==> src/rtl/tga_rle_pixel_decoder_top_macros.svh <==
// Assertion macros for the TGA run-length pixel decoder.
`ifndef TGA_RLE_PIXEL_DECODER_TOP_MACROS_SVH
`define TGA_RLE_PIXEL_DECODER_TOP_MACROS_SVH
`ifndef NO_ASSERTIONS
`define TGA_ASSERT_NOW(lbl, ante, cons) \
	lbl: assert property (@(posedge clk) disable iff (!arst_n) (ante) |-> (cons)) \
		else $error("tga_rle: same-cycle check failed");
`define TGA_ASSERT_NEXT(lbl, ante, cons) \
	lbl: assert property (@(posedge clk) disable iff (!arst_n) (ante) |=> (cons)) \
		else $error("tga_rle: next-cycle check failed");
`else
`define TGA_ASSERT_NOW(lbl, ante, cons)
`define TGA_ASSERT_NEXT(lbl, ante, cons)
`endif
`endif

==> src/rtl/tga_rle_pkg.sv <==
// Shared types and constants of the TGA run-length pixel decoder.
`timescale 1ns / 1ps
`default_nettype none
package tga_rle_pkg;

	localparam int COORD_BITS_DEF = 16;
	localparam int CFG_IDX_BITS   = 3;
	localparam int CFG_DATA_BITS  = 16;

	localparam logic [CFG_IDX_BITS-1:0] REG_PIXEL_BYTES  = 3'd0;
	localparam logic [CFG_IDX_BITS-1:0] REG_RLE_MODE     = 3'd1;
	localparam logic [CFG_IDX_BITS-1:0] REG_IMAGE_WIDTH  = 3'd2;
	localparam logic [CFG_IDX_BITS-1:0] REG_IMAGE_HEIGHT = 3'd3;
	localparam logic [CFG_IDX_BITS-1:0] REG_ORIGIN_TOP   = 3'd4;

	localparam logic [2:0] BPP_RGBA       = 3'd4;
	localparam int         HDR_RUN_BIT    = 7;
	localparam logic [7:0] HDR_COUNT_MASK = 8'h7F;
	localparam logic [7:0] ALPHA_OPAQUE   = 8'hFF;

	localparam int DIV_STEPS    = 17;
	localparam int DIV_CNT_BITS = $clog2(DIV_STEPS);

	typedef struct packed {
		logic [2:0]  pixel_bytes;
		logic        rle_mode;
		logic [15:0] image_width;
		logic [15:0] image_height;
		logic        origin_top;
		logic [31:0] pixel_total;
	} cfg_t;

	typedef struct packed {
		logic        start;
		logic [16:0] dividend;
		logic [15:0] divisor;
	} div_req_t;

	typedef struct packed {
		logic        busy;
		logic        done;
		logic [16:0] quot;
		logic [15:0] rem;
	} div_rsp_t;

	typedef struct packed {
		logic [7:0]  red;
		logic [7:0]  green;
		logic [7:0]  blue;
		logic [7:0]  alpha;
		logic [15:0] dest_col;
		logic [15:0] dest_row;
		logic [7:0]  repeat_count;
		logic        image_done;
	} pix_item_t;

endpackage
`default_nettype wire

==> src/rtl/tga_rle_div.sv <==
// Bit-serial divider that folds a long column advance into rows.
`timescale 1ns / 1ps
`default_nettype none
module tga_rle_div import tga_rle_pkg::*; (
	input  logic     clk,
	input  logic     arst_n,
	input  div_req_t req,
	output div_rsp_t rsp
);
	logic                    busy_q;
	logic [DIV_CNT_BITS-1:0] cnt_q;
	logic [15:0]             rem_q;
	logic [16:0]             quo_q;
	logic [15:0]             dvs_q;
	logic [16:0]             trial;
	logic                    ge;
	logic [16:0]             diff;
	logic [15:0]             rem_n;
	logic [16:0]             quo_n;
	logic                    last;

	always_comb begin
		trial = {rem_q, quo_q[16]};
		ge    = trial >= {1'b0, dvs_q};
		diff  = trial - {1'b0, dvs_q};
		rem_n = ge ? diff[15:0] : trial[15:0];
		quo_n = {quo_q[15:0], ge};
		last  = cnt_q == DIV_CNT_BITS'(DIV_STEPS - 1);
	end

	always_ff @(posedge clk or negedge arst_n) begin
		if (!arst_n) begin
			busy_q <= 1'b0;
			cnt_q  <= '0;
		end else if (req.start) begin
			busy_q <= 1'b1;
			cnt_q  <= '0;
		end else if (busy_q) begin
			cnt_q <= cnt_q + 1'b1;
			if (last) begin
				busy_q <= 1'b0;
			end
		end
	end

	always_ff @(posedge clk) begin
		if (req.start) begin
			rem_q <= '0;
			quo_q <= req.dividend;
			dvs_q <= req.divisor;
		end else if (busy_q) begin
			rem_q <= rem_n;
			quo_q <= quo_n;
		end
	end

	always_comb begin
		rsp.busy = busy_q;
		rsp.done = busy_q && last;
		rsp.quot = quo_n;
		rsp.rem  = rem_n;
	end
endmodule
`default_nettype wire

==> config.mk <==
export PLATFORM = sky130hd
export DESIGN_NAME = tga_rle_div
export DESIGN_NICKNAME = d
export VERILOG_FILES = /design/src/rtl/tga_rle_pixel_decoder_top_macros.svh /design/src/rtl/tga_rle_pkg.sv /design/src/rtl/tga_rle_div.sv
export SDC_FILE = /design/constraint.sdc
export NUM_CORES = 1
export LEC_CHECK = 0
export BUFFER_PORTS_ARGS = -buffer_cell sky130_fd_sc_hd__buf_2
export CORE_AREA = 2 2 69 97
export DETAILED_ROUTE_END_ITERATION = 16
export DIE_AREA = 0 0 71 99
export GPL_TIMING_DRIVEN = 0
export PLACE_DENSITY = 0.9
export SYNTH_ARGS = -nofsm -noshare
export SYNTH_HDL_FRONTEND = slang
export SYNTH_SLANG_ARGS = --single-unit
==> constraint.sdc <==
create_clock -name clk -period 5.3 [get_ports clk]
set_input_delay 0.53 -clock clk [delete_from_list [all_inputs] [get_ports clk]]
set_output_delay 0.53 -clock clk [all_outputs]
set_load 0.02 [all_outputs]
==> metrics.cfg <==
[worst_setup_path]
cp_data_arrival_time_ns = 2.92
critical_path.reg2reg.startpoint = rem_q[7]$_SDFFE_PP0P_
r2r_slack_ns = 2.75
critical_path.endpoint_type = output pin
r2r_cells = 7
r2r_end = quo_q[0]$_DFFE_PP_
cp_max_fo = 3
critPathLaunchType = flip-flop
critical_path_required_ns = 4.77
setup.worst_path.start = quo_q[16]$_DFFE_PP_
worstSetupPathType = reg2out

[cells_and_area]
post_layout_nonfiller_instances = 512
layout-area-overhead-vs-synth_pct = 14.9
antenna-diode-count = 0
final_common_cell = sky130_fd_sc_hd__buf_2
finish.net_count = 494
final_cell_mix = sky130_fd_sc_hd__buf_2, sky130_fd_sc_hd__edfxtp_1, sky130_fd_sc_hd__inv_1
drive_gt1_share_pct = 32.7

[power_and_ir_drop]
comb_power_share_pct = 57.7
pwr-share-clk_pct = 13.0
power.share.sequential_pct = 29.2
max-vdd-ir-drop_v = 0.000404
power.switching_uw = 931
power_leakage_nw = 1.95
design_power_total_mw = 2.05
switching_share_pct = 45.3
internal_pwr_total_mw = 1.12
power-per-cell-area_nw_per_um2 = 493

[clocking]
cts_root_buffer = sky130_fd_sc_hd__clkbuf_8
cts_buffer_depth = 2
post_cts.resized_instances = 0
post_cts_buffers = 0
clk-insertion-delay-late_ns = 0.32
tritoncts = built
cts_sinks = 55
cts_inserted_buffers = 5
clkTransAtPathRegs_ns = 0.12
h_tree_depth_reported_by_cts = 2
cts_hold_repair.buffers = 0

[yosys]
syn-instance-count = 362
synth_area_sq_um = 3620
synth_fp_nets = 417
synthFlopType = sky130_fd_sc_hd__edfxtp_1
number_of_different_library_cells_in_the_post_synthesis_netlist = 66
yosysSeqAreaShare_pct = 40.4
synthesis.yosys.warnings = 0
syn_avg_cell_area_sq_um = 10.0
edff_count_synth = 33
postSynthRegisterBits = 55
asyncSetResetFlopFracSynth_pct = 10.9

[global_routing]
gr-usage-all-layers_pct = 25.8
grt_pass1_vias = 3135
overflow = 0
largest_net_degree_at_the_start_of_global_routing = 21
grt_pass1_wl_um = 14500
antenna_found_initial = 0

[status]
run_status = finished, final reports clean

[hold_path]
min_path_type = in2async

[sta]
period_minus_slack_ns = 3.45
rsz0062_at_grt = false
clock_skew_ns = 0.0110
final_hold_viol_count = 0
hold_ws_ns = 0.00709
slew_headroom_pct = 51.8
min_period_over_period_pct = 65.1
final.setup.tns_ns = 0
final-max-slew-violation-count = 0
final-setup-viol-count = 0
worst-slew-pin-transition_ns = 0.721
max_clock_freq_mhz = 290

[run]
drv.max_cap_violation_count = 0

[floorplanning]
design.portCount = 71
floorplan.die.width_um = 71
floorplan.die.height_um = 99
placement_rows = 34
start_util_pct = 58.7
core_region_area_sq_um = 6170
floorplan.die_area_sq_um = 7030

[route]
drt-initial-drc-count = 283
drt_pass1_iterations = 5
post_drt_wl_per_cell_um = 17.3
drtAntennaViolNets = 0
final_routed_wirelength_across_all_metal_layers_um = 8850
vias = 3089
mean_number_of_vias_per_cell = 6.03
detail_route.drc_violations = 0

[place]
detailedPlacementHpwl_um = 6500
dp.cells = 504
gp_congestion = 0.943
place.port_buffers = 70

layout make-up:
class | count | area [sq um]
Buffer | 34 | 228
Clock buffer | 6 | 82.6
Clock inverter | 2 | 17.5
Fill cell | 457 | 2010
Inverter | 27 | 101
Multi-Input combinational cell | 246 | 1830
Sequential cell | 55 | 1460
Tap cell | 72 | 90.1
Timing Repair Buffer | 70 | 350
per-stage QoR:
step / utilization [%] / instance area [sq um] / setup WS [ns]
floorplan: - / 3620 / 2.52
global placement: 65.8 / 4060 / 2.27
detailed placement: 65.8 / 4060 / 2.23
CTS: 67.5 / 4160 / 1.87
global route: 67.5 / 4160 / 1.68
finish: 67.5 / 4160 / 1.85
power groups by stage:
| stage | sequential [mW] | clock, mW | combinational [mW] |
|---|---|---|---|
| 2_1_floorplan | 0.584 | 0 | 0.879 |
| 3_3_place_gp | 0.604 | 0 | 1.15 |
| 3_5_place_dp | 0.607 | 0 | 1.17 |
| 4_1_cts | 0.598 | 0.269 | 1.18 |
| 5_1_grt | 0.609 | 0.281 | 1.28 |
| 6_report | 0.601 | 0.268 | 1.19 |
registers in the layout, indices dropped and copies added, names as in the netlist:
signal	flops
quo_q	17
dvs_q	16
rem_q	16
cnt_q	5
busy_q	1
worst max-delay path, cell delays in order, from the launching register on:
cell	delay [ns]
sky130_fd_sc_hd__edfxtp_1	0.38
sky130_fd_sc_hd__inv_1	0.05
sky130_fd_sc_hd__ha_1	0.22
sky130_fd_sc_hd__fa_1	0.40
sky130_fd_sc_hd__nand2b_1	0.20
sky130_fd_sc_hd__a211oi_1	0.47
sky130_fd_sc_hd__or2_4	0.23
sky130_fd_sc_hd__o21a_1	0.11
sky130_fd_sc_hd__o21ai_0	0.12
sky130_fd_sc_hd__a31oi_1	0.22
sky130_fd_sc_hd__buf_2	0.19
metal layers:
layer	part of all wire [%]	GRT usage, %	up-vias
li1	-	-	1473
met5	0	0	-
met2	49	43.4	154
met1	40	31.5	1424
met3	6.1	4.09	38
met4	5.2	13.8	0
how the worst max path moves through the flow:
| stage | slack (ns) | cells past startpoint | end |
|---|---|---|---|
| after floorplan | 2.52 | 9 | rsp[14] |
| after detailed placement | 2.23 | 10 | rsp[12] |
| after global routing | 1.68 | 10 | rsp[14] |
| after global placement | 2.27 | 10 | rsp[12] |
| final | 1.85 | 10 | rsp[14] |
| after CTS | 1.87 | 10 | rsp[12] |
Yosys cell counts (3+ instances only):
master / number / share of area [%]
sky130_fd_sc_hd__nand4_1: 4 / 0.69
sky130_fd_sc_hd__dfrtp_1: 6 / 4.1
sky130_fd_sc_hd__a31oi_1: 4 / 0.69
sky130_fd_sc_hd__clkbuf_1: 4 / 0.41
sky130_fd_sc_hd__buf_4: 22 / 4.6
sky130_fd_sc_hd__nand3_1: 15 / 2.1
sky130_fd_sc_hd__edfxtp_1: 33 / 27
sky130_fd_sc_hd__nand2_1: 25 / 2.6
sky130_fd_sc_hd__mux2i_1: 3 / 0.83
sky130_fd_sc_hd__ha_1: 18 / 6.2
sky130_fd_sc_hd__xor2_1: 6 / 1.5
sky130_fd_sc_hd__dfxtp_1: 16 / 8.8
sky130_fd_sc_hd__nor4_1: 3 / 0.52
sky130_fd_sc_hd__nor2b_1: 3 / 0.52
sky130_fd_sc_hd__nor2_1: 20 / 2.1
sky130_fd_sc_hd__and3_1: 4 / 0.69
sky130_fd_sc_hd__a21o_1: 6 / 1.2
sky130_fd_sc_hd__xnor2_1: 8 / 1.9
sky130_fd_sc_hd__a21oi_1: 13 / 1.8
sky130_fd_sc_hd__o41ai_2: 4 / 1.8
sky130_fd_sc_hd__o21a_1: 3 / 0.62
sky130_fd_sc_hd__a211oi_1: 7 / 1.5
sky130_fd_sc_hd__nor3_1: 10 / 1.4
sky130_fd_sc_hd__mux2_2: 20 / 6.2
sky130_fd_sc_hd__a31o_1: 3 / 0.73
sky130_fd_sc_hd__a311oi_1: 9 / 2.2
sky130_fd_sc_hd__nand2b_1: 3 / 0.52
sky130_fd_sc_hd__buf_1: 4 / 0.41
sky130_fd_sc_hd__inv_1: 26 / 2.7
sky130_fd_sc_hd__o21ai_0: 17 / 2.3
kinds of logic (layout without fill, tap and decap cells):
kind of cell / Yosys count / after routing / share of synthesized area (%)
simple gates: 102 / 102 / 14.4
buf+inv: 61 / 139 / 9.09
compound gates: 87 / 87 / 18.5
flops: 55 / 55 / 40.4
xor+xnor: 14 / 14 / 3.39
fa+ha+maj: 19 / 19 / 6.77
mux: 24 / 24 / 7.46
Power figures use the tool's default switching activity.
