`config.mk`:
```
export PLATFORM = sky130hd
export DESIGN_NAME = tga_rle_core
export DESIGN_NICKNAME = d
export VERILOG_FILES = /design/src/rtl/tga_rle_pixel_decoder_top_macros.svh /design/src/rtl/tga_rle_pkg.sv /design/src/rtl/tga_rle_core.sv
export SDC_FILE = /design/constraint.sdc
export NUM_CORES = 1
export LEC_CHECK = 0
export ABC_AREA = 0
export BUFFER_PORTS_ARGS = -buffer_cell sky130_fd_sc_hd__buf_2
export CORE_ASPECT_RATIO = 0.5
export CORE_MARGIN = 3
export CORE_UTILIZATION = 50
export DETAILED_ROUTE_END_ITERATION = 6
export MAX_ROUTING_LAYER = met4
export PLACE_DENSITY_LB_ADDON = 0.15
export SLEW_MARGIN = 10
export SYNTH_ARGS = -nofsm -noshare
export SYNTH_HDL_FRONTEND = slang
export SYNTH_SLANG_ARGS = --single-unit
```
`constraint.sdc`:
```
create_clock -name clk -period 16.2 [get_ports clk]
set_clock_uncertainty 0.15 [all_clocks]
set_input_delay 2.43 -clock clk [delete_from_list [all_inputs] [get_ports clk]]
set_output_delay 2.43 -clock clk [all_outputs]
set_load 0.1 [all_outputs]
```
`src/rtl/tga_rle_pixel_decoder_top_macros.svh`:
```
// Assertion macros for the TGA run-length pixel decoder.
`ifndef TGA_RLE_PIXEL_DECODER_TOP_MACROS_SVH
`define TGA_RLE_PIXEL_DECODER_TOP_MACROS_SVH
`ifndef NO_ASSERTIONS
`define TGA_ASSERT_NOW(lbl, ante, cons) \
	lbl: assert property (@(posedge clk) disable iff (!arst_n) (ante) |-> (cons)) \
		else $error("tga_rle: same-cycle check failed");
`define TGA_ASSERT_NEXT(lbl, ante, cons) \
	lbl: assert property (@(posedge clk) disable iff (!arst_n) (ante) |=> (cons)) \
		else $error("tga_rle: next-cycle check failed");
`else
`define TGA_ASSERT_NOW(lbl, ante, cons)
`define TGA_ASSERT_NEXT(lbl, ante, cons)
`endif
`endif

```
`src/rtl/tga_rle_pkg.sv`:
```
// Shared types and constants of the TGA run-length pixel decoder.
`timescale 1ns / 1ps
`default_nettype none
package tga_rle_pkg;

	localparam int COORD_BITS_DEF = 16;
	localparam int CFG_IDX_BITS   = 3;
	localparam int CFG_DATA_BITS  = 16;

	localparam logic [CFG_IDX_BITS-1:0] REG_PIXEL_BYTES  = 3'd0;
	localparam logic [CFG_IDX_BITS-1:0] REG_RLE_MODE     = 3'd1;
	localparam logic [CFG_IDX_BITS-1:0] REG_IMAGE_WIDTH  = 3'd2;
	localparam logic [CFG_IDX_BITS-1:0] REG_IMAGE_HEIGHT = 3'd3;
	localparam logic [CFG_IDX_BITS-1:0] REG_ORIGIN_TOP   = 3'd4;

	localparam logic [2:0] BPP_RGBA       = 3'd4;
	localparam int         HDR_RUN_BIT    = 7;
	localparam logic [7:0] HDR_COUNT_MASK = 8'h7F;
	localparam logic [7:0] ALPHA_OPAQUE   = 8'hFF;

	localparam int DIV_STEPS    = 17;
	localparam int DIV_CNT_BITS = $clog2(DIV_STEPS);

	typedef struct packed {
		logic [2:0]  pixel_bytes;
		logic        rle_mode;
		logic [15:0] image_width;
		logic [15:0] image_height;
		logic        origin_top;
		logic [31:0] pixel_total;
	} cfg_t;

	typedef struct packed {
		logic        start;
		logic [16:0] dividend;
		logic [15:0] divisor;
	} div_req_t;

	typedef struct packed {
		logic        busy;
		logic        done;
		logic [16:0] quot;
		logic [15:0] rem;
	} div_rsp_t;

	typedef struct packed {
		logic [7:0]  red;
		logic [7:0]  green;
		logic [7:0]  blue;
		logic [7:0]  alpha;
		logic [15:0] dest_col;
		logic [15:0] dest_row;
		logic [7:0]  repeat_count;
		logic        image_done;
	} pix_item_t;

endpackage
`default_nettype wire

```
`src/rtl/tga_rle_core.sv`:
```
// Packet, pixel and position decode of the TGA byte stream.
`timescale 1ns / 1ps
`default_nettype none
module tga_rle_core import tga_rle_pkg::*; (
	input  logic       clk,
	input  logic       arst_n,
	input  cfg_t       cfg,
	input  logic       in_vld,
	output logic       in_rdy,
	input  logic [7:0] data_byte,
	input  logic       image_start,
	input  logic       out_full,
	output logic       res_vld,
	output pix_item_t  res_item,
	output div_req_t   div_req,
	input  div_rsp_t   div_rsp
);
	logic        await_q, run_q;
	logic [7:0]  left_q;
	logic [1:0]  bip_q;
	logic [23:0] gather_q;
	logic [31:0] written_q;
	logic [15:0] col_q, row_q;

	logic        e_await, e_run;
	logic [7:0]  e_left;
	logic [1:0]  e_bip;
	logic [23:0] e_gather;
	logic [31:0] e_written;
	logic [15:0] e_col, e_row;

	logic        n_await, n_run;
	logic [7:0]  n_left;
	logic [1:0]  n_bip;
	logic [23:0] n_gather;
	logic [31:0] n_written;
	logic [15:0] n_col, n_row;

	logic        acc, live, bpp4, complete, need_div;
	logic [7:0]  alpha, rep_raw, rep;
	logic [31:0] remaining;
	logic [16:0] col_sum, col_wrap;
	logic [15:0] row_out;

	assign in_rdy = !out_full && !div_rsp.busy;
	assign acc    = in_vld && in_rdy;

	always_comb begin
		e_await   = image_start ? 1'b1 : await_q;
		e_run     = image_start ? 1'b0 : run_q;
		e_left    = image_start ? 8'd0 : left_q;
		e_bip     = image_start ? 2'd0 : bip_q;
		e_gather  = image_start ? 24'd0 : gather_q;
		e_written = image_start ? 32'd0 : written_q;
		e_col     = image_start ? 16'd0 : col_q;
		e_row     = image_start ? 16'd0 : row_q;

		n_await   = e_await;
		n_run     = e_run;
		n_left    = e_left;
		n_bip     = e_bip;
		n_gather  = e_gather;
		n_written = e_written;
		n_col     = e_col;
		n_row     = e_row;

		live      = e_written < cfg.pixel_total;
		bpp4      = cfg.pixel_bytes == BPP_RGBA;
		complete  = 1'b0;
		need_div  = 1'b0;
		alpha     = ALPHA_OPAQUE;
		rep_raw   = 8'd1;
		remaining = cfg.pixel_total - e_written;
		rep       = 8'd1;
		col_sum   = '0;
		col_wrap  = '0;
		row_out   = cfg.origin_top ? e_row : (cfg.image_height - 16'd1 - e_row);

		if (live) begin
			if (cfg.rle_mode && e_await) begin
				n_run   = data_byte[HDR_RUN_BIT];
				n_left  = (data_byte & HDR_COUNT_MASK) + 8'd1;
				n_await = 1'b0;
				n_bip   = 2'd0;
			end else begin
				if (e_bip != 2'd3) begin
					unique case (e_bip)
						2'd0:    n_gather[7:0]   = data_byte;
						2'd1:    n_gather[15:8]  = data_byte;
						default: n_gather[23:16] = data_byte;
					endcase
					n_bip    = e_bip + 2'd1;
					complete = !bpp4 && (n_bip == 2'd3);
				end else begin
					complete = 1'b1;
					alpha    = bpp4 ? data_byte : ALPHA_OPAQUE;
				end

				if (complete) begin
					n_bip = 2'd0;
					if (cfg.rle_mode && e_run) begin
						rep_raw = (e_left != 8'd0) ? e_left : 8'd1;
						n_left  = 8'd0;
						n_await = 1'b1;
					end else if (cfg.rle_mode) begin
						if (e_left <= 8'd1) begin
							n_left  = 8'd0;
							n_await = 1'b1;
						end else begin
							n_left = e_left - 8'd1;
						end
					end
					rep       = (remaining < {24'd0, rep_raw}) ? remaining[7:0] : rep_raw;
					n_written = e_written + {24'd0, rep};
					col_sum   = {1'b0, e_col} + {9'd0, rep};
					col_wrap  = col_sum - {1'b0, cfg.image_width};
					if (col_sum < {1'b0, cfg.image_width}) begin
						n_col = col_sum[15:0];
					end else if (col_wrap < {1'b0, cfg.image_width}) begin
						n_col = col_wrap[15:0];
						n_row = e_row + 16'd1;
					end else begin
						need_div = 1'b1;
					end
				end
			end
		end
	end

	always_comb begin
		res_vld               = acc && live && complete;
		res_item.red          = n_gather[23:16];
		res_item.green        = n_gather[15:8];
		res_item.blue         = n_gather[7:0];
		res_item.alpha        = alpha;
		res_item.dest_col     = e_col;
		res_item.dest_row     = row_out;
		res_item.repeat_count = rep;
		res_item.image_done   = n_written == cfg.pixel_total;
		div_req.start         = acc && need_div;
		div_req.dividend      = col_sum;
		div_req.divisor       = cfg.image_width;
	end

	always_ff @(posedge clk or negedge arst_n) begin
		if (!arst_n) begin
			await_q   <= 1'b1;
			run_q     <= 1'b0;
			left_q    <= '0;
			bip_q     <= '0;
			gather_q  <= '0;
			written_q <= '0;
			col_q     <= '0;
			row_q     <= '0;
		end else if (acc) begin
			await_q   <= n_await;
			run_q     <= n_run;
			left_q    <= n_left;
			bip_q     <= n_bip;
			gather_q  <= n_gather;
			written_q <= n_written;
			col_q     <= n_col;
			row_q     <= n_row;
		end else if (div_rsp.done) begin
			col_q <= div_rsp.rem;
			row_q <= row_q + div_rsp.quot[15:0];
		end
	end
endmodule
`default_nettype wire

```
==> results_dict.tcl <==
set metrics [dict create \
    yosys.area.top_type "dfrtp_1" \
    portBuffers 224 \
    met1_length_mm 20.3 \
    core_um2 25800 \
    post_dp_cell_area_um2 14700 \
    drc_errors 0 \
    nNetsFinal 2208 \
    synth.avg_cell_area_um2 7.46 \
    postSynthCellCount 1799 \
    vias 13800 \
    top_layer "met4" \
    grt_max_degree 80 \
    first_global_vias 12700 \
    synthFlopType "dfrtp_1" \
    die_y_um 122 \
    r2r-start "written_q[0]$_DFFE_PN0P_" \
    grt_overflow 0 \
    ys_seq_elements 100 \
    root_buffer "clkbuf_16" \
    irDropWorstVdd_v 0.0000888 \
    synth_warnings 0 \
    drt_first_pass_iters 5 \
    finalCritPeriodShare_pct 95.1 \
    r2r-end "row_q[3]$_DFFE_PN0P_" \
    cap_violations 0 \
    startpoint "image_start" \
    synth_top_cell_area_share_pct 18.5 \
    power.leakage_uw 0.00709 \
    finalInstanceArea_um2 15000 \
    clkTransAtPathRegs_ns 0.07 \
    setup_viol 0 \
    min_path_type "reg2reg" \
    grt_pass1_wl_mm 68.4 \
    crit_path_max_incr_delay_ns 0.47 \
    tightest_slew_ns 1.23 \
    cts_buffers 9 \
    critical_path_class "in2out" \
    grt_util_all_layers_pct 30.2 \
    start_kind "input pin" \
    slew_viol_final 0 \
    area_growth_pct 12.1 \
    route.met2.wl_mm 18.9 \
    crit_path_end "div_req[33]" \
    arrival_ns 12.82 \
    diodes 0 \
    htree_num_levels 3 \
    n_fill_cell 2572 \
    start_util_pct 52.0 \
    power_density_nw_per_um2 97.2 \
    die_area_um2 29000 \
    ys_seq_area_share_pct 18.7 \
    async_flop_share_pct 100 \
    final_common_cell "buf_2" \
    synth_cell_types 87 \
    fin_crit_ns 15.40 \
    fin_hold_ws_ns 0.318 \
    r2r_setup_slack_ns 4.69 \
    cts.sink_count 100 \
    synth_fp_nets 2044 \
    hpwl_mm 33.7 \
    cp-end-kind "output pin" \
    r2r_cells 47 \
    row_count 41 \
    antenna_found_initial 0 \
    io_pins 226 \
    synth_edf_count 0 \
    drt_wl_total_mm 43.3 \
    final_cell_mix "buf_2, nand2_1, a21oi_1" \
    clk_latency_ns 0.36 \
    hold_viol_final 0 \
    die_x_um 238 \
    drive_gt1_share_pct 16.4 \
    path_max_fanout 44 \
    yosys-top-cells-area "dfrtp_1, ha_1, nand2_1" \
    viasPerCell 5.96 \
    outcome "finished clean" \
    wl_per_cell_um 18.7 \
    fmax_mhz 64.9 \
    crit_path_top_delay_cell "a2111oi_1" \
    wl_met3_mm 2.77 \
    cts_buffer_depth 2 \
    cts_tree "yes" \
    max_slew_margin_pct 17.5 \
    gp_congestion 1.04 \
    drtAntennaViolNets 0 \
    drt_first_iter_violations 1167 \
    crit_required_ns 13.62 \
    path_common_cell "a21oi_1" \
    synthesis.area_um2 13400 \
]
metrics by stage:
stage / setup WS, ns / utilization (%) / setup TNS [ns] / power [uW] / cells
after CTS: 0.766 / 58.3 / 0 / 1460 / 2312
after detailed placement: 0.807 / 57.1 / 0 / 1220 / 2296
after global placement: 0.961 / 57.1 / 0 / 1210 / 2296
after global routing: -0.0397 / 58.3 / -0.0397 / 1560 / 2312
final: 0.801 / 58.3 / 0 / 1460 / 2312
after floorplan: 0.629 / - / 0 / 1040 / 1799
area by class of cell:
class	instances	area [um^2]	share of cell area, %
clock buffer	12	267	1.77
clock inverter	4	52.6	0.349
inverter	119	447	2.97
multi-input combinational	1490	10100	67.0
sequential	100	2500	16.6
tap	344	430	2.86
timing repair buffer	243	1270	8.43
per-layer routing:
metal / vias to the layer above / global-route usage [%]
met1: 6432 / 42.6
met3: 80 / 3.71
met2: 507 / 45.7
met4: 0 / 9.07
met5: - / -
li1: 6767 / -
synth_stat cells (43+ instances only):
library cell / instances
nand2b_1: 48
a21oi_1: 136
dfrtp_1: 99
nand3_1: 49
nand2_1: 200
clkbuf_1: 63
o21ai_0: 102
nor3_1: 55
inv_1: 119
ha_1: 122
xnor2_1: 82
xor2_1: 43
nor2b_1: 75
nor2_1: 116
cell families (layout without fill, tap and decap cells):
logic type | Yosys count | count (layout) | share of synthesized area (%)
flip-flops | 100 | 100 | 18.7
adder cells (fa/ha/maj) | 128 | 128 | 12.3
multiplexers | 66 | 66 | 5.19
buffers and inverters | 209 | 378 | 6.34
AO/OA/AOI/OAI | 487 | 487 | 23.5
XOR/XNOR | 126 | 126 | 8.33
AND/OR/NAND/NOR | 683 | 683 | 25.7
sequential cells by signal, summed over array words and instances (netlist names):
| signal | flops |
|---|---|
| gather_q | 24 |
| run_q | 1 |
| await_q | 1 |
| written_q | 32 |
| left_q | 8 |
| row_q | 16 |
| col_q | 16 |
| bip_q | 2 |
worst min-delay path by stage:
stage                                     endpoint                startpoint  cells past startpoint  slack, ns
final                      gather_q[0]$_DFFE_PN0P_   gather_q[0]$_DFFE_PN0P_                      2       0.32
after global routing       gather_q[0]$_DFFE_PN0P_   gather_q[0]$_DFFE_PN0P_                      2       0.34
after CTS                 gather_q[14]$_DFFE_PN0P_  gather_q[14]$_DFFE_PN0P_                      2       0.32
after detailed placement   gather_q[0]$_DFFE_PN0P_   gather_q[0]$_DFFE_PN0P_                      2       0.30
after global placement     gather_q[2]$_DFFE_PN0P_   gather_q[2]$_DFFE_PN0P_                      2       0.30
after floorplan            gather_q[0]$_DFFE_PN0P_   gather_q[0]$_DFFE_PN0P_                      2       0.29
critical path: cells and delay by family:
kind                       cells  cell delay, ns
xor gates and xnor gates       3            0.67
adders and majority gates      6            1.75
buffers and inverters          6            1.23
AOI/OAI and AO/OA             20            4.01
and+or+nand+nor               12            2.25
muxes                          1            0.41
what timing repair did:
item / in CTS / in global routing
endpoints found under the setup margin: 0 / 1
resized for setup: 0 / 2
setup buffers: 0 / 0
hold buffers: 0 / 0
report_power, final:
part / total, uW / internal (uW) / switching (uW)
Sequential: 343 / 292 / 50.7
Combinational: 884 / 287 / 597
Clock: 235 / 134 / 101
No activity file was read; power rests on OpenSTA's default activity.
