==> src/rtl/tga_rle_pixel_decoder_top_macros.svh <==
// Assertion macros for the TGA run-length pixel decoder.
`ifndef TGA_RLE_PIXEL_DECODER_TOP_MACROS_SVH
`define TGA_RLE_PIXEL_DECODER_TOP_MACROS_SVH
`ifndef NO_ASSERTIONS
`define TGA_ASSERT_NOW(lbl, ante, cons) \
	lbl: assert property (@(posedge clk) disable iff (!arst_n) (ante) |-> (cons)) \
		else $error("tga_rle: same-cycle check failed");
`define TGA_ASSERT_NEXT(lbl, ante, cons) \
	lbl: assert property (@(posedge clk) disable iff (!arst_n) (ante) |=> (cons)) \
		else $error("tga_rle: next-cycle check failed");
`else
`define TGA_ASSERT_NOW(lbl, ante, cons)
`define TGA_ASSERT_NEXT(lbl, ante, cons)
`endif
`endif

==> src/rtl/tga_rle_pkg.sv <==
// Shared types and constants of the TGA run-length pixel decoder.
`timescale 1ns / 1ps
`default_nettype none
package tga_rle_pkg;

	localparam int COORD_BITS_DEF = 16;
	localparam int CFG_IDX_BITS   = 3;
	localparam int CFG_DATA_BITS  = 16;

	localparam logic [CFG_IDX_BITS-1:0] REG_PIXEL_BYTES  = 3'd0;
	localparam logic [CFG_IDX_BITS-1:0] REG_RLE_MODE     = 3'd1;
	localparam logic [CFG_IDX_BITS-1:0] REG_IMAGE_WIDTH  = 3'd2;
	localparam logic [CFG_IDX_BITS-1:0] REG_IMAGE_HEIGHT = 3'd3;
	localparam logic [CFG_IDX_BITS-1:0] REG_ORIGIN_TOP   = 3'd4;

	localparam logic [2:0] BPP_RGBA       = 3'd4;
	localparam int         HDR_RUN_BIT    = 7;
	localparam logic [7:0] HDR_COUNT_MASK = 8'h7F;
	localparam logic [7:0] ALPHA_OPAQUE   = 8'hFF;

	localparam int DIV_STEPS    = 17;
	localparam int DIV_CNT_BITS = $clog2(DIV_STEPS);

	typedef struct packed {
		logic [2:0]  pixel_bytes;
		logic        rle_mode;
		logic [15:0] image_width;
		logic [15:0] image_height;
		logic        origin_top;
		logic [31:0] pixel_total;
	} cfg_t;

	typedef struct packed {
		logic        start;
		logic [16:0] dividend;
		logic [15:0] divisor;
	} div_req_t;

	typedef struct packed {
		logic        busy;
		logic        done;
		logic [16:0] quot;
		logic [15:0] rem;
	} div_rsp_t;

	typedef struct packed {
		logic [7:0]  red;
		logic [7:0]  green;
		logic [7:0]  blue;
		logic [7:0]  alpha;
		logic [15:0] dest_col;
		logic [15:0] dest_row;
		logic [7:0]  repeat_count;
		logic        image_done;
	} pix_item_t;

endpackage
`default_nettype wire

==> src/rtl/tga_rle_cfg.sv <==
// Configuration registers and pixel total of the TGA decoder.
`timescale 1ns / 1ps
`default_nettype none
module tga_rle_cfg import tga_rle_pkg::*; (
	input  logic                     clk,
	input  logic                     arst_n,
	input  logic                     wr_vld,
	input  logic [CFG_IDX_BITS-1:0]  wr_idx,
	input  logic [CFG_DATA_BITS-1:0] wr_data,
	output cfg_t                     cfg
);
	cfg_t        cfg_q;
	logic [15:0] mul_a;
	logic [15:0] mul_b;
	logic [31:0] prod;

	always_comb begin
		mul_a = (wr_idx == REG_IMAGE_WIDTH) ? wr_data : cfg_q.image_width;
		mul_b = (wr_idx == REG_IMAGE_HEIGHT) ? wr_data : cfg_q.image_height;
		prod  = mul_a * mul_b;
	end

	always_ff @(posedge clk or negedge arst_n) begin
		if (!arst_n) begin
			cfg_q.pixel_bytes  <= BPP_RGBA;
			cfg_q.rle_mode     <= 1'b1;
			cfg_q.image_width  <= 16'd1;
			cfg_q.image_height <= 16'd1;
			cfg_q.origin_top   <= 1'b0;
			cfg_q.pixel_total  <= 32'd1;
		end else if (wr_vld) begin
			unique case (wr_idx)
				REG_PIXEL_BYTES: cfg_q.pixel_bytes <= wr_data[2:0];
				REG_RLE_MODE:    cfg_q.rle_mode <= wr_data[0];
				REG_IMAGE_WIDTH: begin
					cfg_q.image_width <= wr_data;
					cfg_q.pixel_total <= prod;
				end
				REG_IMAGE_HEIGHT: begin
					cfg_q.image_height <= wr_data;
					cfg_q.pixel_total  <= prod;
				end
				REG_ORIGIN_TOP:  cfg_q.origin_top <= wr_data[0];
				default: ;
			endcase
		end
	end

	assign cfg = cfg_q;
endmodule
`default_nettype wire

==> config.mk <==
export PLATFORM = sky130hd
export DESIGN_NAME = tga_rle_cfg
export DESIGN_NICKNAME = d
export VERILOG_FILES = /design/src/rtl/tga_rle_pixel_decoder_top_macros.svh /design/src/rtl/tga_rle_pkg.sv /design/src/rtl/tga_rle_cfg.sv
export SDC_FILE = /design/constraint.sdc
export NUM_CORES = 1
export LEC_CHECK = 0
export BUFFER_PORTS_ARGS = -buffer_cell sky130_fd_sc_hd__buf_4
export CELL_PAD_IN_SITES_DETAIL_PLACEMENT = 1
export CELL_PAD_IN_SITES_GLOBAL_PLACEMENT = 2
export CORE_MARGIN = 2
export CORE_UTILIZATION = 39
export CTS_CLUSTER_DIAMETER = 150
export CTS_CLUSTER_SIZE = 20
export DETAILED_ROUTE_END_ITERATION = 8
export GPL_ROUTABILITY_DRIVEN = 0
export PLACE_DENSITY_LB_ADDON = 0.1
export SKIP_LAST_GASP = 1
export SLEW_MARGIN = 20
export SYNTH_ARGS = -nofsm -noshare
export SYNTH_HDL_FRONTEND = slang
export SYNTH_SLANG_ARGS = --single-unit
==> constraint.sdc <==
create_clock -name clk -period 6.89 [get_ports clk]
set_input_delay 0.689 -clock clk [delete_from_list [all_inputs] [get_ports clk]]
set_output_delay 0.689 -clock clk [all_outputs]
set_load 0.03 [all_outputs]
==> results of run 1 <==
## worst min-delay path by stage
stage                start      end  slack, ns
global placement    cfg[4]   cfg[4]       0.46
floorplan           arst_n  cfg[10]       0.39
finish              arst_n  cfg[35]       0.19
detailed placement  cfg[3]   cfg[3]       0.47
CTS                 arst_n  cfg[35]       0.18
global route        arst_n  cfg[35]       0.20
## critical path, stage by stage
cell and delay, ns:
buf_4 0.13, nand3b_1 0.26, buf_4 0.24, mux2_2 0.39
nand2_1 0.12, fa_1 0.50, fa_1 0.53, fa_1 0.52
inv_1 0.06, fa_1 0.50, fa_1 0.51, inv_1 0.06
fa_1 0.52, inv_1 0.05, ha_1 0.34, a21o_1 0.13
nand3_1 0.08, a311o_1 0.37, and3_4 0.19, a211o_4 0.36
and3_4 0.19, o31ai_2 0.20
## per-stage QoR
step                      std cells  setup TNS [ns]  util [%]  instance area, sq um
after CTS                      1907               0      48.8                 14000
after global routing           1908               0      49.0                 14100
final                          1908               0      49.0                 14100
after detailed placement       1891           -1.76      47.8                 13800
after floorplan                1283               0         -                 11400
after global placement         1891          -0.293      47.8                 13800
## routing by layer
metal / share of wire, % / global-route usage [%] / vias up
met3: 2.6 / 2.96 / 62
met4: 4.0 / 11.8 / 0
li1: - / - / 4474
met1: 44 / 35.5 / 5044
met2: 50 / 46.7 / 158
met5: 0 / 0 / -
## cells by family (layout without fill, tap and decap cells)
logic type               count (synthesis)  after routing  synth area share, %
multiplexers                            67             67                 6.26
buffers and inverters                  268            509                 8.91
AO/OA/AOI/OAI                          142            142                 7.34
AND/OR/NAND/NOR                        413            413                 14.8
XOR/XNOR                                26             26                 2.00
adder cells (fa/ha/maj)                298            298                 45.5
flip-flops                              69             69                 15.2
## cell usage in the layout, fill, tap and decap left out, types with 17 or more instances in the layout
master and n:
a21oi_1 58, buf_4 257, dfrtp_1 64, fa_1 194, ha_1 104, inv_1 229
mux2_2 33, mux2i_1 28, nand2_1 200, nor2_1 167, o21ai_0 38, xnor2_1 17
## timing repair
action,CTS,global route
setup endpoints to repair,0,11
gates resized for setup,0,12
buffers inserted,0,1
## layout make-up
type | count | area share (%)
multi-input cells | 946 | 61.8
repair buffers | 264 | 14.5
flip-flops and latches | 69 | 12.3
inverters | 229 | 6.09
well taps | 384 | 3.41
clock buffers | 9 | 1.60
clock inverters | 7 | 0.355
==> impl_metrics.yaml, run 1 <==
setup_path:
  crit-reg2reg-launch: "cfg[39]"
  startpoint: "wr_idx[2]"
  worst-setup-path-type: "in2reg"
  endpoint_kind: "flop"
  critPathCapture: "cfg[24]"
  crit_required_ns: 7.18
  reg2reg_slack_ns: 0.73
  r2r_end: "cfg[24]"
  r2r_cells: 21
  crit_arrival_ns: 6.94
  cp-start-kind: "input pin"
  cp_max_fo: 7
cts:
  clk_pin_slew_ns: 0.08
  cts_tree: "yes"
  cts_buffers: 9
  clkLatencyLatePin_ns: 0.39
  clock_sinks: 69
  cts-root-buf: "clkbuf_16"
  holdBufCountCts: 0
  cts_buffer_depth: 2
  h-tree-depth: 3
run:
  maxCapViolations: 0
synthesis:
  ys_warn_count: 0
  synth_edf_count: 0
  synth_top_area_share_pct: 34.1
  syn_nets: 1603
  synth_area_leaders: "fa_1 (34%), dfrtp_1 (14%), ha_1 (11%), inv_1 (7.5%), nand2_1 (6.6%)"
  ys_seq_area_share_pct: 15.2
  synth.most_common_cell: "inv_1"
  synth_cells: 1283
  synth_top_area_cell: "fa_1"
  yosys_register_bits: 69
  postSynthAreaPerCell_sq_um: 8.89
  async_flop_share_pct: 100
  synth_area_sq_mm: 0.0114
  yosysUniqueCellTypes: 53
  synthTopCellsByCount: "inv_1 (229), nand2_1 (200), fa_1 (194), nor2_1 (168), ha_1 (104)"
  ys.flop_type: "dfrtp_1"
cells_and_area:
  fill_cells: 3426
  multi_input_area_sq_mm: 0.00872
  ff_latch_area_sq_mm: 0.00173
  antenna_cells: 0
  syn_to_final_growth_pct: 23.7
  nNetsFinal: 1839
  drive_gt1_share_pct: 22.0
  largest_register_ffs: 69
global_routing:
  grt_overflow_total: 0
  track_usage_pct: 27.4
  grt_antenna_before_repair: 0
  grt_max_degree: 70
  grt_pass1_vias: 10800
  grt_pass1_wl_mm: 62.0
place:
  io_buffers: 90
  dpl.hpwl_mm: 34.5
  post-place-ws_ns: -0.284
sta:
  finalSetupViolCount: 0
  fin_ws_ns: 0.238
  clock_skew_ns: 0.0221
  worstMarginPinSlew_ns: 0.756
  slew_violations: 0
  finalCritPeriodShare_pct: 96.5
  rsz0062_at_grt: "false"
  max_freq_ghz: 0.150
  period_needed_ns: 6.65
  hold_slack_ns: 0.186
  hold_viol_final: 0
  slew_headroom_pct: 49.6
detailed_routing:
  drt_iter0_markers: 404
  viasPerCell: 5.10
  antenna_left: 0
  dr_total_vias: 9738
  routed_wl_mm: 39.9
  drc: 0
  drt-pass1-iter-count: 4
  wl_per_cell_um: 20.9
min_path:
  hp-class: "in2async"
floorplanning:
  die_area_sq_mm: 0.0306
  fp.dieH_um: 175
  rows: 62
  start_util_pct: 39.6
  ios: 91
  dieWidth_um: 175
  coreArea_sq_mm: 0.0288
status:
  status: "complete, no violations"
Power of run 1 is left out: the tool's default activity adds up to more than one toggle a clock period on the data nets, which glitch-free logic cannot reach.
==> inputs of run 2 (changes only) <==
--- a/config.mk
+++ b/config.mk
@@ -9,9 +9,10 @@
 export CELL_PAD_IN_SITES_DETAIL_PLACEMENT = 1
 export CELL_PAD_IN_SITES_GLOBAL_PLACEMENT = 2
 export CORE_MARGIN = 2
-export CORE_UTILIZATION = 39
+export CORE_UTILIZATION = 40
+export CTS_BUF_LIST = sky130_fd_sc_hd__clkbuf_8
 export CTS_CLUSTER_DIAMETER = 150
-export CTS_CLUSTER_SIZE = 20
+export CTS_CLUSTER_SIZE = 12
 export DETAILED_ROUTE_END_ITERATION = 8
 export GPL_ROUTABILITY_DRIVEN = 0
 export PLACE_DENSITY_LB_ADDON = 0.1
==> run 2 against run 1 <==
  * Core utilization grew 1.9 points
  * Non-clock buffer count is 21 higher
  * Via count increased by 1.4%
  * Design area is 0.73% higher
  * First-iteration DRC count rose by 43%
  * Global-route usage up 0.54 points
  * Worst hold slack better by 0.26 ns
  * Setup slack lost 0.066 ns
  * Die area down 2.4%
  * Wire length is 1.2% higher
  * Flip-flop and latch count unchanged
  * Largest cell class unchanged
==> impl_metrics.yaml, run 2 (same netlist as run 1, synthesis figures left out) <==
status:
  status: "complete, no violations"
setup_path:
  crit_cells: 21
  worst-setup-path-type: "in2reg"
  cp-start-kind: "input pin"
  cpMaxStageDelayCell: "fa_1"
  crit_arrival_ns: 7.00
  reg2reg_slack_ns: 0.60
  crit_required_ns: 7.17
  cp_max_fo: 21
  crit-reg2reg-launch: "cfg[37]"
  r2r_end: "cfg[28]"
  cp_common_cell: "fa_1"
  r2r_cells: 20
  crit_buf_inv: 6
  endpoint_kind: "flop"
  crit_family: "adder cells"
  critical_path.max_stage_delay_ns: 0.55
  cp_cell_sequence: "buf_4, nor3b_4, buf_12, buf_4, mux2_2, nand2_1, fa_1, fa_1, fa_1, inv_1, fa_1, fa_1, inv_1, fa_1, inv_1, ha_1, nand3_1, a311o_1, and3_4, a211o_1, a311oi_1"
global_routing:
  track_usage_pct: 28.0
  grt_overflow_total: 0
  grt_max_degree: 70
  grt_antenna_before_repair: 0
  grt_pass1_wl_mm: 63.3
  grt_pass1_vias: 11000
floorplanning:
  coreArea_sq_mm: 0.0279
  start_util_pct: 40.8
  dieWidth_um: 173
  fp.dieH_um: 173
  ios: 91
  rows: 61
  die_area_sq_mm: 0.0299
cells_and_area:
  fill_cells: 3397
  nNetsFinal: 1860
  antenna_cells: 0
  syn_to_final_growth_pct: 24.6
  drive_gt1_share_pct: 22.9
  fin_cells: 1923
  final_common_cell: "buf_4"
  layout_common_cells: "buf_4 (276), inv_1 (229), nand2_1 (200), fa_1 (194), nor2_1 (167)"
  largest_register_ffs: 69
detailed_routing:
  drt-pass1-iter-count: 5
  dr_total_vias: 9874
  drt_iter0_markers: 576
  routed_wl_mm: 40.4
  drc: 0
  wl_per_cell_um: 21.0
  viasPerCell: 5.13
  antenna_left: 0
place:
  dpl.hpwl_mm: 34.2
  place_inst: 1907
  io_buffers: 90
  post-place-ws_ns: -0.247
cts:
  clkLatencyLatePin_ns: 0.42
  cts_buffers: 9
  h-tree-depth: 3
  postCtsSetupBuffers: 0
  cts_buffer_depth: 2
  cts_tree: "yes"
  cts-root-buf: "clkbuf_8"
  clk_pin_slew_ns: 0.12
  clock_sinks: 69
run:
  maxCapViolations: 0
sta:
  clock_skew_ns: 0.0312
  finalSetupViolCount: 0
  hold_slack_ns: 0.447
  hold_viol_final: 0
  slew_violations: 0
  finalCritPeriodShare_pct: 97.5
  max_freq_ghz: 0.149
  period_needed_ns: 6.72
  fin_ws_ns: 0.172
  rsz0062_at_grt: "true"
  slew_headroom_pct: 32.0
  worstMarginPinSlew_ns: 1.02
min_path:
  hp-class: "in2async"
run 2: cell types whose count changed in the layout (fill, tap and decap cells not counted), moves of 2 or more:
cell / change
buf_12: +5
clkinv_2: -2
clkbuf_8: +9
clkbuf_16: -9
clkinvlp_4: -2
inv_8: +2
buf_4: +19
buf_6: -3
run 2: stage by stage:
| step | area [sq um] | TNS, ns | utilization, % |
|---|---|---|---|
| after floorplan | 11400 | 0 | - |
| after global placement | 14000 | -0.165 | 50.1 |
| after detailed placement | 14000 | -1.34 | 50.1 |
| after CTS | 14200 | 0 | 50.8 |
| after global routing | 14200 | -0.0372 | 50.9 |
| final | 14200 | 0 | 50.9 |
run 2: final cells by class:
type | count | area (sq um) | share of cell area (%)
Sequential cell | 69 | 1730 | 12.2
Multi-Input combinational cell | 946 | 8700 | 61.2
Clock buffer | 9 | 124 | 0.872
Timing Repair Buffer | 285 | 2250 | 15.8
Clock inverter | 7 | 72.6 | 0.511
Tap cell | 378 | 473 | 3.33
Inverter | 229 | 860 | 6.05
run 2: per-layer routing:
metal / vias up / wire (um) / global-route usage [%]
met4: 0 / 1100 / 8.51
met2: 187 / 20600 / 49.2
li1: 4516 / - / -
met5: - / 0 / 0
met3: 57 / 1260 / 2.73
met1: 5114 / 17400 / 36.5
run 2: worst max path at each step:
stage                    from  endpoint  slack (ns)
global placement    wr_idx[2]   cfg[24]       -0.08
finish              wr_idx[2]   cfg[28]        0.17
global route        wr_idx[2]   cfg[28]       -0.02
CTS                 wr_idx[2]   cfg[28]        0.15
floorplan           wr_idx[2]   cfg[24]        0.05
detailed placement  wr_idx[2]   cfg[28]       -0.25
run 2: repair_timing:
item	4_1_cts	5_1_grt
hold buffers	0	0
gates resized for setup	0	5
endpoints found under the hold margin	0	0
endpoints found under the setup margin	0	4
Power of run 2 is left out for the same reason.
