`config.mk`:
```
export PLATFORM = sky130hd
export DESIGN_NAME = tga_rle_obuf
export DESIGN_NICKNAME = d
export VERILOG_FILES = /design/src/rtl/tga_rle_pixel_decoder_top_macros.svh /design/src/rtl/tga_rle_pkg.sv /design/src/rtl/tga_rle_obuf.sv
export SDC_FILE = /design/constraint.sdc
export NUM_CORES = 1
export LEC_CHECK = 0
export BUFFER_PORTS_ARGS = -buffer_cell sky130_fd_sc_hd__buf_2
export CORE_MARGIN = 1
export CORE_UTILIZATION = 49
export CTS_BUF_LIST = sky130_fd_sc_hd__clkbuf_8
export DETAILED_ROUTE_END_ITERATION = 7
export PLACE_DENSITY = 0.78
export SLEW_MARGIN = 40
export SYNTH_ARGS = -nofsm -noshare
export SYNTH_HDL_FRONTEND = slang
export SYNTH_SLANG_ARGS = --single-unit
```
`constraint.sdc`:
```
create_clock -name clk -period 3.8 [get_ports clk]
set_input_delay 0.76 -clock clk [delete_from_list [all_inputs] [get_ports clk]]
set_output_delay 0.76 -clock clk [all_outputs]
set_load 0.01 [all_outputs]
```
`src/rtl/tga_rle_pixel_decoder_top_macros.svh`:
```
// Assertion macros for the TGA run-length pixel decoder.
`ifndef TGA_RLE_PIXEL_DECODER_TOP_MACROS_SVH
`define TGA_RLE_PIXEL_DECODER_TOP_MACROS_SVH
`ifndef NO_ASSERTIONS
`define TGA_ASSERT_NOW(lbl, ante, cons) \
	lbl: assert property (@(posedge clk) disable iff (!arst_n) (ante) |-> (cons)) \
		else $error("tga_rle: same-cycle check failed");
`define TGA_ASSERT_NEXT(lbl, ante, cons) \
	lbl: assert property (@(posedge clk) disable iff (!arst_n) (ante) |=> (cons)) \
		else $error("tga_rle: next-cycle check failed");
`else
`define TGA_ASSERT_NOW(lbl, ante, cons)
`define TGA_ASSERT_NEXT(lbl, ante, cons)
`endif
`endif

```
`src/rtl/tga_rle_pkg.sv`:
```
// Shared types and constants of the TGA run-length pixel decoder.
`timescale 1ns / 1ps
`default_nettype none
package tga_rle_pkg;

	localparam int COORD_BITS_DEF = 16;
	localparam int CFG_IDX_BITS   = 3;
	localparam int CFG_DATA_BITS  = 16;

	localparam logic [CFG_IDX_BITS-1:0] REG_PIXEL_BYTES  = 3'd0;
	localparam logic [CFG_IDX_BITS-1:0] REG_RLE_MODE     = 3'd1;
	localparam logic [CFG_IDX_BITS-1:0] REG_IMAGE_WIDTH  = 3'd2;
	localparam logic [CFG_IDX_BITS-1:0] REG_IMAGE_HEIGHT = 3'd3;
	localparam logic [CFG_IDX_BITS-1:0] REG_ORIGIN_TOP   = 3'd4;

	localparam logic [2:0] BPP_RGBA       = 3'd4;
	localparam int         HDR_RUN_BIT    = 7;
	localparam logic [7:0] HDR_COUNT_MASK = 8'h7F;
	localparam logic [7:0] ALPHA_OPAQUE   = 8'hFF;

	localparam int DIV_STEPS    = 17;
	localparam int DIV_CNT_BITS = $clog2(DIV_STEPS);

	typedef struct packed {
		logic [2:0]  pixel_bytes;
		logic        rle_mode;
		logic [15:0] image_width;
		logic [15:0] image_height;
		logic        origin_top;
		logic [31:0] pixel_total;
	} cfg_t;

	typedef struct packed {
		logic        start;
		logic [16:0] dividend;
		logic [15:0] divisor;
	} div_req_t;

	typedef struct packed {
		logic        busy;
		logic        done;
		logic [16:0] quot;
		logic [15:0] rem;
	} div_rsp_t;

	typedef struct packed {
		logic [7:0]  red;
		logic [7:0]  green;
		logic [7:0]  blue;
		logic [7:0]  alpha;
		logic [15:0] dest_col;
		logic [15:0] dest_row;
		logic [7:0]  repeat_count;
		logic        image_done;
	} pix_item_t;

endpackage
`default_nettype wire

```
`src/rtl/tga_rle_obuf.sv`:
```
// Two-entry result queue between the decoder and the output channel.
`timescale 1ns / 1ps
`default_nettype none
module tga_rle_obuf import tga_rle_pkg::*; (
	input  logic      clk,
	input  logic      arst_n,
	input  logic      wr_vld,
	input  pix_item_t wr_item,
	output logic      full,
	output logic      rd_vld,
	output pix_item_t rd_item,
	input  logic      rd_rdy
);
	pix_item_t  ent_q [2];
	logic       wr_ptr_q, rd_ptr_q;
	logic [1:0] cnt_q;
	logic       rd_fire;

	assign full    = cnt_q == 2'd2;
	assign rd_vld  = cnt_q != 2'd0;
	assign rd_item = ent_q[rd_ptr_q];
	assign rd_fire = rd_vld && rd_rdy;

	always_ff @(posedge clk or negedge arst_n) begin
		if (!arst_n) begin
			wr_ptr_q <= 1'b0;
			rd_ptr_q <= 1'b0;
			cnt_q    <= 2'd0;
		end else begin
			if (wr_vld) begin
				wr_ptr_q <= !wr_ptr_q;
			end
			if (rd_fire) begin
				rd_ptr_q <= !rd_ptr_q;
			end
			cnt_q <= cnt_q + {1'b0, wr_vld} - {1'b0, rd_fire};
		end
	end

	always_ff @(posedge clk) begin
		if (wr_vld) begin
			ent_q[wr_ptr_q] <= wr_item;
		end
	end
endmodule
`default_nettype wire

```
==> qor.log, run 1 <==
INFO  grt            grt_pass1_wl=13200um
INFO  setup_path     worstSetupPathType=reg -> out
INFO  setup_path     critical-path-slowest-cell=sky130_fd_sc_hd__dfrtp_4
INFO  detailed_routing drt-total-wl=9080um
INFO  sta            highest_clock_rate=343MHz
INFO  setup_path     r2r_start=wr_ptr_q$_DFFE_PN0P_
INFO  logic_synthesis postSynthNetCount=323
INFO  cts            ctsResizeCount=0
INFO  grt            antenna_violations_before_repair=0
INFO  sta            unrepaired_setup_endpoints_after_global_routing=false
INFO  power          powerDensity=715nW/um2
INFO  cts            insertion_delay=430ps
INFO  cts            clk_pin_slew=80ps
INFO  sta            setup_tns_final=0ps
INFO  cells_and_area fin_nets=489
INFO  detailed_routing viasPerCell=4.82
INFO  floorplanning  dieWidth=110um
INFO  placement      cells_after_dpl=534
INFO  sta            fin_skew=9.87ps
INFO  cts            tritoncts_buffers=17
INFO  logic_synthesis ys_seq_area_share=78.5%
INFO  setup_path     worst_path_dominant_cell_family=flip-flops
INFO  detailed_routing first_iter_violations=132
INFO  power          power.ir.vdd_worst=0.000397V
INFO  cts            clock_tree.buffer_depth=2
INFO  logic_synthesis synth-warning-count=0
INFO  setup_path     cp_num_buf_inv=2
INFO  min_path       timing.hold.worst.class=in -> async
INFO  logic_synthesis synth-async-reset-ratio=2.67%
INFO  setup_path     worst-r2r-setup-slack=2230ps
INFO  cells_and_area layout.cells.most_common=sky130_fd_sc_hd__buf_2
INFO  logic_synthesis synth-edff-count=146
INFO  detailed_routing detailroute.via_count=2727
INFO  setup_path     worst_setup_path_startpoint=rd_ptr_q$_DFFE_PN0P_
INFO  logic_synthesis syn_avg_cell_area=23.4um2
INFO  floorplanning  core=11400um2
INFO  cells_and_area fillers=854
INFO  grt            global_route.overflow_total=0
INFO  logic_synthesis synth_cell_type_count=14
INFO  setup_path     worst_path_required=3040ps
INFO  floorplanning  row_count=39
INFO  grt            grt_use_total=15.4%
INFO  placement      finalWeightedCongestion=0.653
INFO  setup_path     setup.worst_path.end_class=output pin
INFO  sta            final_hold_viol_count=0
INFO  cts            cts.repair_timing.setup_buffer_count=0
INFO  sta            maxSlewViolCount=0
INFO  run_status     outcome=complete, no violations
INFO  cells_and_area synth_to_layout_area_growth=22.3%
INFO  cts            cts_tree=built
INFO  floorplanning  boundaryPins=152
INFO  placement      worst_slack_at_placement=1310ps
INFO  sta            setup_slack=883ps
INFO  placement      port-buffer-count=151
INFO  sta            slew_headroom=53.3%
INFO  cells_and_area post_route_cells_drive_above_1_share=61.2%
INFO  grt            grt_start_max_net_pins=41
INFO  detailed_routing route.antenna.remaining_nets=0
INFO  sta            setup_violations=0
INFO  cells_and_area most-common-layout-cells=sky130_fd_sc_hd__buf_2, sky130_fd_sc_hd__edfxtp_1, sky130_fd_sc_hd__mux2_4
INFO  setup_path     critPathLaunchType=flop
INFO  sta            timing.final.crit_period=2920ps
INFO  cells_and_area final_cells=566
INFO  floorplanning  die_height=110um
INFO  logic_synthesis mappedNetlistArea=5720um2
INFO  cts            cts.root.buffer_cell=sky130_fd_sc_hd__clkbuf_8
INFO  cts            cts.sink_count=150
INFO  grt            via_count_of_the_first_global_routing_pass=2708
INFO  run            cap_violations=0
INFO  setup_path     crit_arrival=2160ps
INFO  detailed_routing 1st_pass_router_iterations=4
INFO  cells_and_area antenna-diode-count=0
INFO  logic_synthesis post_synth_top_flop=sky130_fd_sc_hd__edfxtp_1
INFO  power          leakage=2.82nW
INFO  setup_path     worstPathMaxFanout=40
INFO  logic_synthesis postSynthRegisterBits=150
INFO  cts            clock_tree.htree_level_count=4
INFO  sta            post-route-period-util=76.8%
INFO  detailed_routing drt_drc_violations_left=0
INFO  logic_synthesis synthCells=244
INFO  cts            cts_hold_buffers=0
INFO  floorplanning  floorplan.die_area=12100um2
INFO  setup_path     path_cells=buf_12 > mux2_4 > buf_2
INFO  sta            tightest_slew=701ps
INFO  detailed_routing routedWlPerCell=16.0um
INFO  floorplanning  floorplan.initialDensity=50.3%
INFO  setup_path     critical_path.max_stage_delay=880ps
==> synthesized netlist by cell type (2+ instances only) <==
cell type                  instances  share of area [%]
sky130_fd_sc_hd__buf_6             7                1.4
sky130_fd_sc_hd__dfrtp_1           4                1.8
sky130_fd_sc_hd__edfxtp_1        146                 77
sky130_fd_sc_hd__ha_1              2               0.44
sky130_fd_sc_hd__inv_1             2               0.13
sky130_fd_sc_hd__mux2_2           13                2.6
sky130_fd_sc_hd__mux2_4           60                 16
sky130_fd_sc_hd__nor2b_1           2               0.22
sky130_fd_sc_hd__xnor2_1           2               0.31
sky130_fd_sc_hd__xor2_1            2               0.31
==> flip-flops by register name (all words and copies together), names as in the netlist <==
signal    flops
cnt_q         2
ent_q       146
wr_ptr_q      1
rd_ptr_q      1
==> metrics by stage <==
stage	hold WS [ps]	power (mW)	instance area, um2	util [%]
2_1_floorplan	464	3.51	5720	-
3_3_place_gp	529	3.94	6620	58.2
3_5_place_dp	554	4.00	6640	58.4
4_1_cts	89.2	5.07	6990	61.5
5_1_grt	94.9	5.26	6990	61.5
6_report	119	4.99	6990	61.5
==> metal layers <==
metal  share of wire (%)  global-route usage, %  wire length (um)
met1                  40                   17.1              3600
met2                  51                   26.3              4610
met3                 8.2                   5.64               746
met4                 1.4                   7.14               129
met5                   0                      0                 0
==> worst reg2reg max path, delay by kind of cell, from the launching register on <==
kind                   cells  cell delay, ps
and+or+nand+nor            1             510
DFF                        1             420
buffers and inverters      1             300
==> report_power, final <==
part	leakage (nW)	internal (mW)	switching [mW]
clock	0.176	0.506	0.564
combinational	1.22	0.847	0.690
sequential	1.42	2.20	0.190
total	2.82	3.55	1.44
==> final timing paths <==
| kind | endpoint | cells past startpoint |
|---|---|---|
| min in group clk | ent_q[1][33]$_DFFE_PP_ | 1 |
| worst max register to register | ent_q[1][2]$_DFFE_PP_ | 2 |
| worst min-delay path | wr_ptr_q$_DFFE_PN0P_ | 1 |
| max in group asynchronous | rd_ptr_q$_DFFE_PN0P_ | 1 |
| worst max-delay path | rd_item[35] | 3 |
| worst min register to register | wr_ptr_q$_DFFE_PN0P_ | 1 |
==> layout make-up <==
class	instances	area [um2]	share of cell area, %
inverter	2	7.51	0.107
clock buffer	17	234	3.35
timing repair buffer	155	811	11.6
tap	143	179	2.56
multi-input combinational	84	1150	16.5
clock inverter	15	119	1.70
sequential	150	4490	64.2
==> cell families (layout without fill, tap and decap cells) <==
family / count (synthesis) / after routing / share of synthesized area, %
xor gates and xnor gates: 4 / 4 / 0.613
and+or+nand+nor: 4 / 4 / 0.438
adders and majority gates: 2 / 2 / 0.438
muxes: 73 / 73 / 18.3
DFF: 150 / 150 / 78.5
AOI/OAI and AO/OA: 1 / 1 / 0.131
buffers and inverters: 10 / 189 / 1.60
(Power assumes the default switching activity.)
==> run 2: changes to the inputs <==
--- a/config.mk
+++ b/config.mk
@@ -7,10 +7,10 @@
 export LEC_CHECK = 0
 export BUFFER_PORTS_ARGS = -buffer_cell sky130_fd_sc_hd__buf_2
 export CORE_MARGIN = 1
-export CORE_UTILIZATION = 49
+export CORE_UTILIZATION = 54
 export CTS_BUF_LIST = sky130_fd_sc_hd__clkbuf_8
 export DETAILED_ROUTE_END_ITERATION = 7
-export PLACE_DENSITY = 0.78
+export PLACE_DENSITY = 0.82
 export SLEW_MARGIN = 40
 export SYNTH_ARGS = -nofsm -noshare
 export SYNTH_HDL_FRONTEND = slang
==> constraint.sdc (replaced) <==
create_clock -name clk -period 2.95 [get_ports clk]
set_input_delay 0.59 -clock clk [delete_from_list [all_inputs] [get_ports clk]]
set_output_delay 0.59 -clock clk [all_outputs]
set_load 0.01 [all_outputs]
==> run 2 against run 1 <==
Effect of this change: final area grew 1.2%; flip-flop and latch count is the same; first-iteration DRC count is the same; critical endpoint is now rd_item[1]; largest cell class unchanged.
==> qor.log, run 2 (synthesis gave the netlist of run 1 again) <==
INFO  cells_and_area antenna-diode-count=0 [unchanged]
INFO  cts            ctsResizeCount=0 [unchanged]
INFO  detailed_routing viasPerCell=4.98 [+3.3%]
INFO  setup_path     path_cells=buf_4 > mux2_2 > buf_2
INFO  floorplanning  core=10300um2 [-9.6%]
INFO  power          powerDensity=944nW/um2 [+32%]
INFO  detailed_routing routedWlPerCell=16.3um [+1.6%]
INFO  sta            post-route-period-util=89.4%
INFO  cts            tritoncts_buffers=17 [unchanged]
INFO  placement      hpwlAfterDp=6040um
INFO  sta            slew_headroom=63.2% [+9.9 points]
INFO  grt            antenna_violations_before_repair=0 [unchanged]
INFO  cells_and_area largest_register_ffs=146 [unchanged]
INFO  cts            clock_tree.htree_level_count=4 [unchanged]
INFO  sta            unrepaired_setup_endpoints_after_global_routing=false
INFO  grt            grt_use_total=17.7% [+2.3 points]
INFO  sta            setup_tns_final=0ps [unchanged]
INFO  cts            clock_tree.buffer_depth=2 [unchanged]
INFO  cells_and_area layout.cells.most_common=sky130_fd_sc_hd__buf_2
INFO  cells_and_area post_route_cells_drive_above_1_share=62.1% [+0.89 points]
INFO  setup_path     worst-r2r-setup-slack=1360ps [-870 ps]
INFO  min_path       worstHoldStart=wr_item[71]
INFO  grt            via_count_of_the_first_global_routing_pass=2944 [+8.7%]
INFO  floorplanning  dieWidth=105um [-4.7%]
INFO  floorplanning  floorplan.die_area=11000um2 [-9.1%]
INFO  setup_path     critical_path.max_stage_delay=800ps [-80 ps]
INFO  cts            insertion_delay=420ps [about the same]
INFO  cells_and_area non_filler_cell_area_final=7070um2 [+1.2%]
INFO  cts            cts.sink_count=150 [unchanged]
INFO  run_status     outcome=complete, no violations
INFO  detailed_routing route.antenna.remaining_nets=0 [unchanged]
INFO  cts            cts_tree=built
INFO  sta            tightest_slew=552ps [-149 ps]
INFO  cells_and_area synth_to_layout_area_growth=23.7%
INFO  cells_and_area fillers=710 [-17%]
INFO  sta            timing.final.crit_period=2640ps
INFO  setup_path     crit_arrival=2050ps [-110 ps]
INFO  setup_path     worstSetupPathType=reg -> out
INFO  setup_path     worst_path_required=2360ps [-680 ps]
INFO  setup_path     worstPathMaxFanout=33 [-18%]
INFO  sta            highest_clock_rate=379MHz
INFO  grt            global_route.overflow_total=0 [unchanged]
INFO  cells_and_area most-common-layout-cells=sky130_fd_sc_hd__buf_2, sky130_fd_sc_hd__edfxtp_1, sky130_fd_sc_hd__mux2_4
INFO  floorplanning  die_height=105um [-4.7%]
INFO  grt            grt_pass1_wl=14000um [+6.7%]
INFO  detailed_routing drt-total-wl=9150um [+0.75%]
INFO  detailed_routing 1st_pass_router_iterations=4 [unchanged]
INFO  power          power.ir.vdd_worst=0.000601V [+51%]
INFO  setup_path     worst_r2r_endpoint=ent_q[1][67]$_DFFE_PP_
INFO  setup_path     r2r_start=wr_ptr_q$_DFFE_PN0P_
INFO  setup_path     ff2ff_path_depth=2 [unchanged]
INFO  cells_and_area largest_register=ent_q
INFO  floorplanning  row_count=37 [-5.1%]
INFO  placement      place_area=6650um2 [+0.17%]
INFO  sta            maxSlewViolCount=0 [unchanged]
INFO  min_path       holdPathEnd=ent_q[1][71]$_DFFE_PP_
INFO  setup_path     critical-path-slowest-cell=sky130_fd_sc_hd__dfrtp_4
INFO  sta            setup_violations=0 [unchanged]
INFO  cells_and_area layout_top_registers=ent_q: 146 flops, cnt_q: 2 flops
INFO  placement      finalWeightedCongestion=0.714 [+9.3%]
INFO  min_path       hold_depth=1
INFO  sta            fin_skew=4.87ps [-5.00 ps]
INFO  cts            clk_pin_slew=80ps [about the same]
INFO  floorplanning  floorplan.initialDensity=55.6% [+5.3 points]
INFO  detailed_routing drt_drc_violations_left=0 [unchanged]
INFO  detailed_routing detailroute.via_count=2791 [+2.3%]
INFO  placement      port-buffer-count=151 [unchanged]
INFO  power          leakage=2.86nW [+1.4%]
INFO  run            cap_violations=0 [unchanged]
INFO  cts            cts.root.buffer_cell=sky130_fd_sc_hd__clkbuf_8
INFO  detailed_routing first_iter_violations=132 [unchanged]
INFO  setup_path     critPathLaunchType=flop
INFO  sta            final_hold_viol_count=0 [unchanged]
INFO  min_path       timing.hold.worst.class=in -> reg
INFO  floorplanning  boundaryPins=152 [unchanged]
INFO  setup_path     setup.worst_path.end_class=output pin
INFO  cells_and_area fin_nets=491 [+0.41%]
INFO  grt            grt_start_max_net_pins=74 [+80%]
==> run 2: stage by stage <==
stage,hold slack (ps),instances,total power [mW],util (%),worst slack (ps)
floorplan,294,244,4.52,-,15.0
global placement,399,528,5.13,64.7,764
detailed placement,404,528,5.19,64.7,748
CTS,316,561,6.76,68.8,261
global route,311,561,6.99,68.8,209
finish,348,561,6.68,68.8,313
==> run 2: worst max-delay path, delay by kind of cell (launching register included) <==
kind,cells,cell delay (ps)
flip-flops,1,800
multiplexers,1,350
buffers and inverters,2,460
==> run 2: layout make-up <==
cell class | count | area [um2] | share of cell area (%)
Sequential cell | 150 | 4490 | 63.5
Multi-Input combinational cell | 84 | 1150 | 16.3
Timing Repair Buffer | 157 | 841 | 11.9
Clock buffer | 17 | 234 | 3.31
Clock inverter | 15 | 180 | 2.55
Tap cell | 136 | 170 | 2.41
Inverter | 2 | 7.51 | 0.106
==> run 2: worst max-delay path by stage <==
stage / end / depth (start not counted) / from / slack, ps
final: rd_item[1] / 3 / rd_ptr_q$_DFFE_PN0P_ / 310
after global routing: rd_item[17] / 3 / rd_ptr_q$_DFFE_PN0P_ / 210
after CTS: rd_item[58] / 3 / rd_ptr_q$_DFFE_PN0P_ / 260
after detailed placement: rd_item[58] / 3 / rd_ptr_q$_DFFE_PN0P_ / 750
after global placement: rd_item[1] / 3 / rd_ptr_q$_DFFE_PN0P_ / 760
after floorplan: ent_q[0][0]$_DFFE_PP_ / 1 / wr_vld / 10
==> run 2: per-layer routing <==
layer  global-route usage (%)  vias up  wire length, um
li1                         -     1302                -
met3                     6.43       19              675
met5                        0        -                0
met4                     9.26        0              204
met2                     30.3      104             4800
met1                     19.2     1366             3470
==> run 2: what timing repair did <==
item                                   4_1_cts  5_1_grt
endpoints found under the hold margin        4        0
hold buffers                                 1        0
buffers inserted                             0        0
==> run 2: report_power, final <==
part,internal (mW),total (mW),switching (mW)
registers,2.83,3.06,0.224
clock network,0.841,1.58,0.738
logic,1.11,2.04,0.931
total,4.78,6.68,1.89
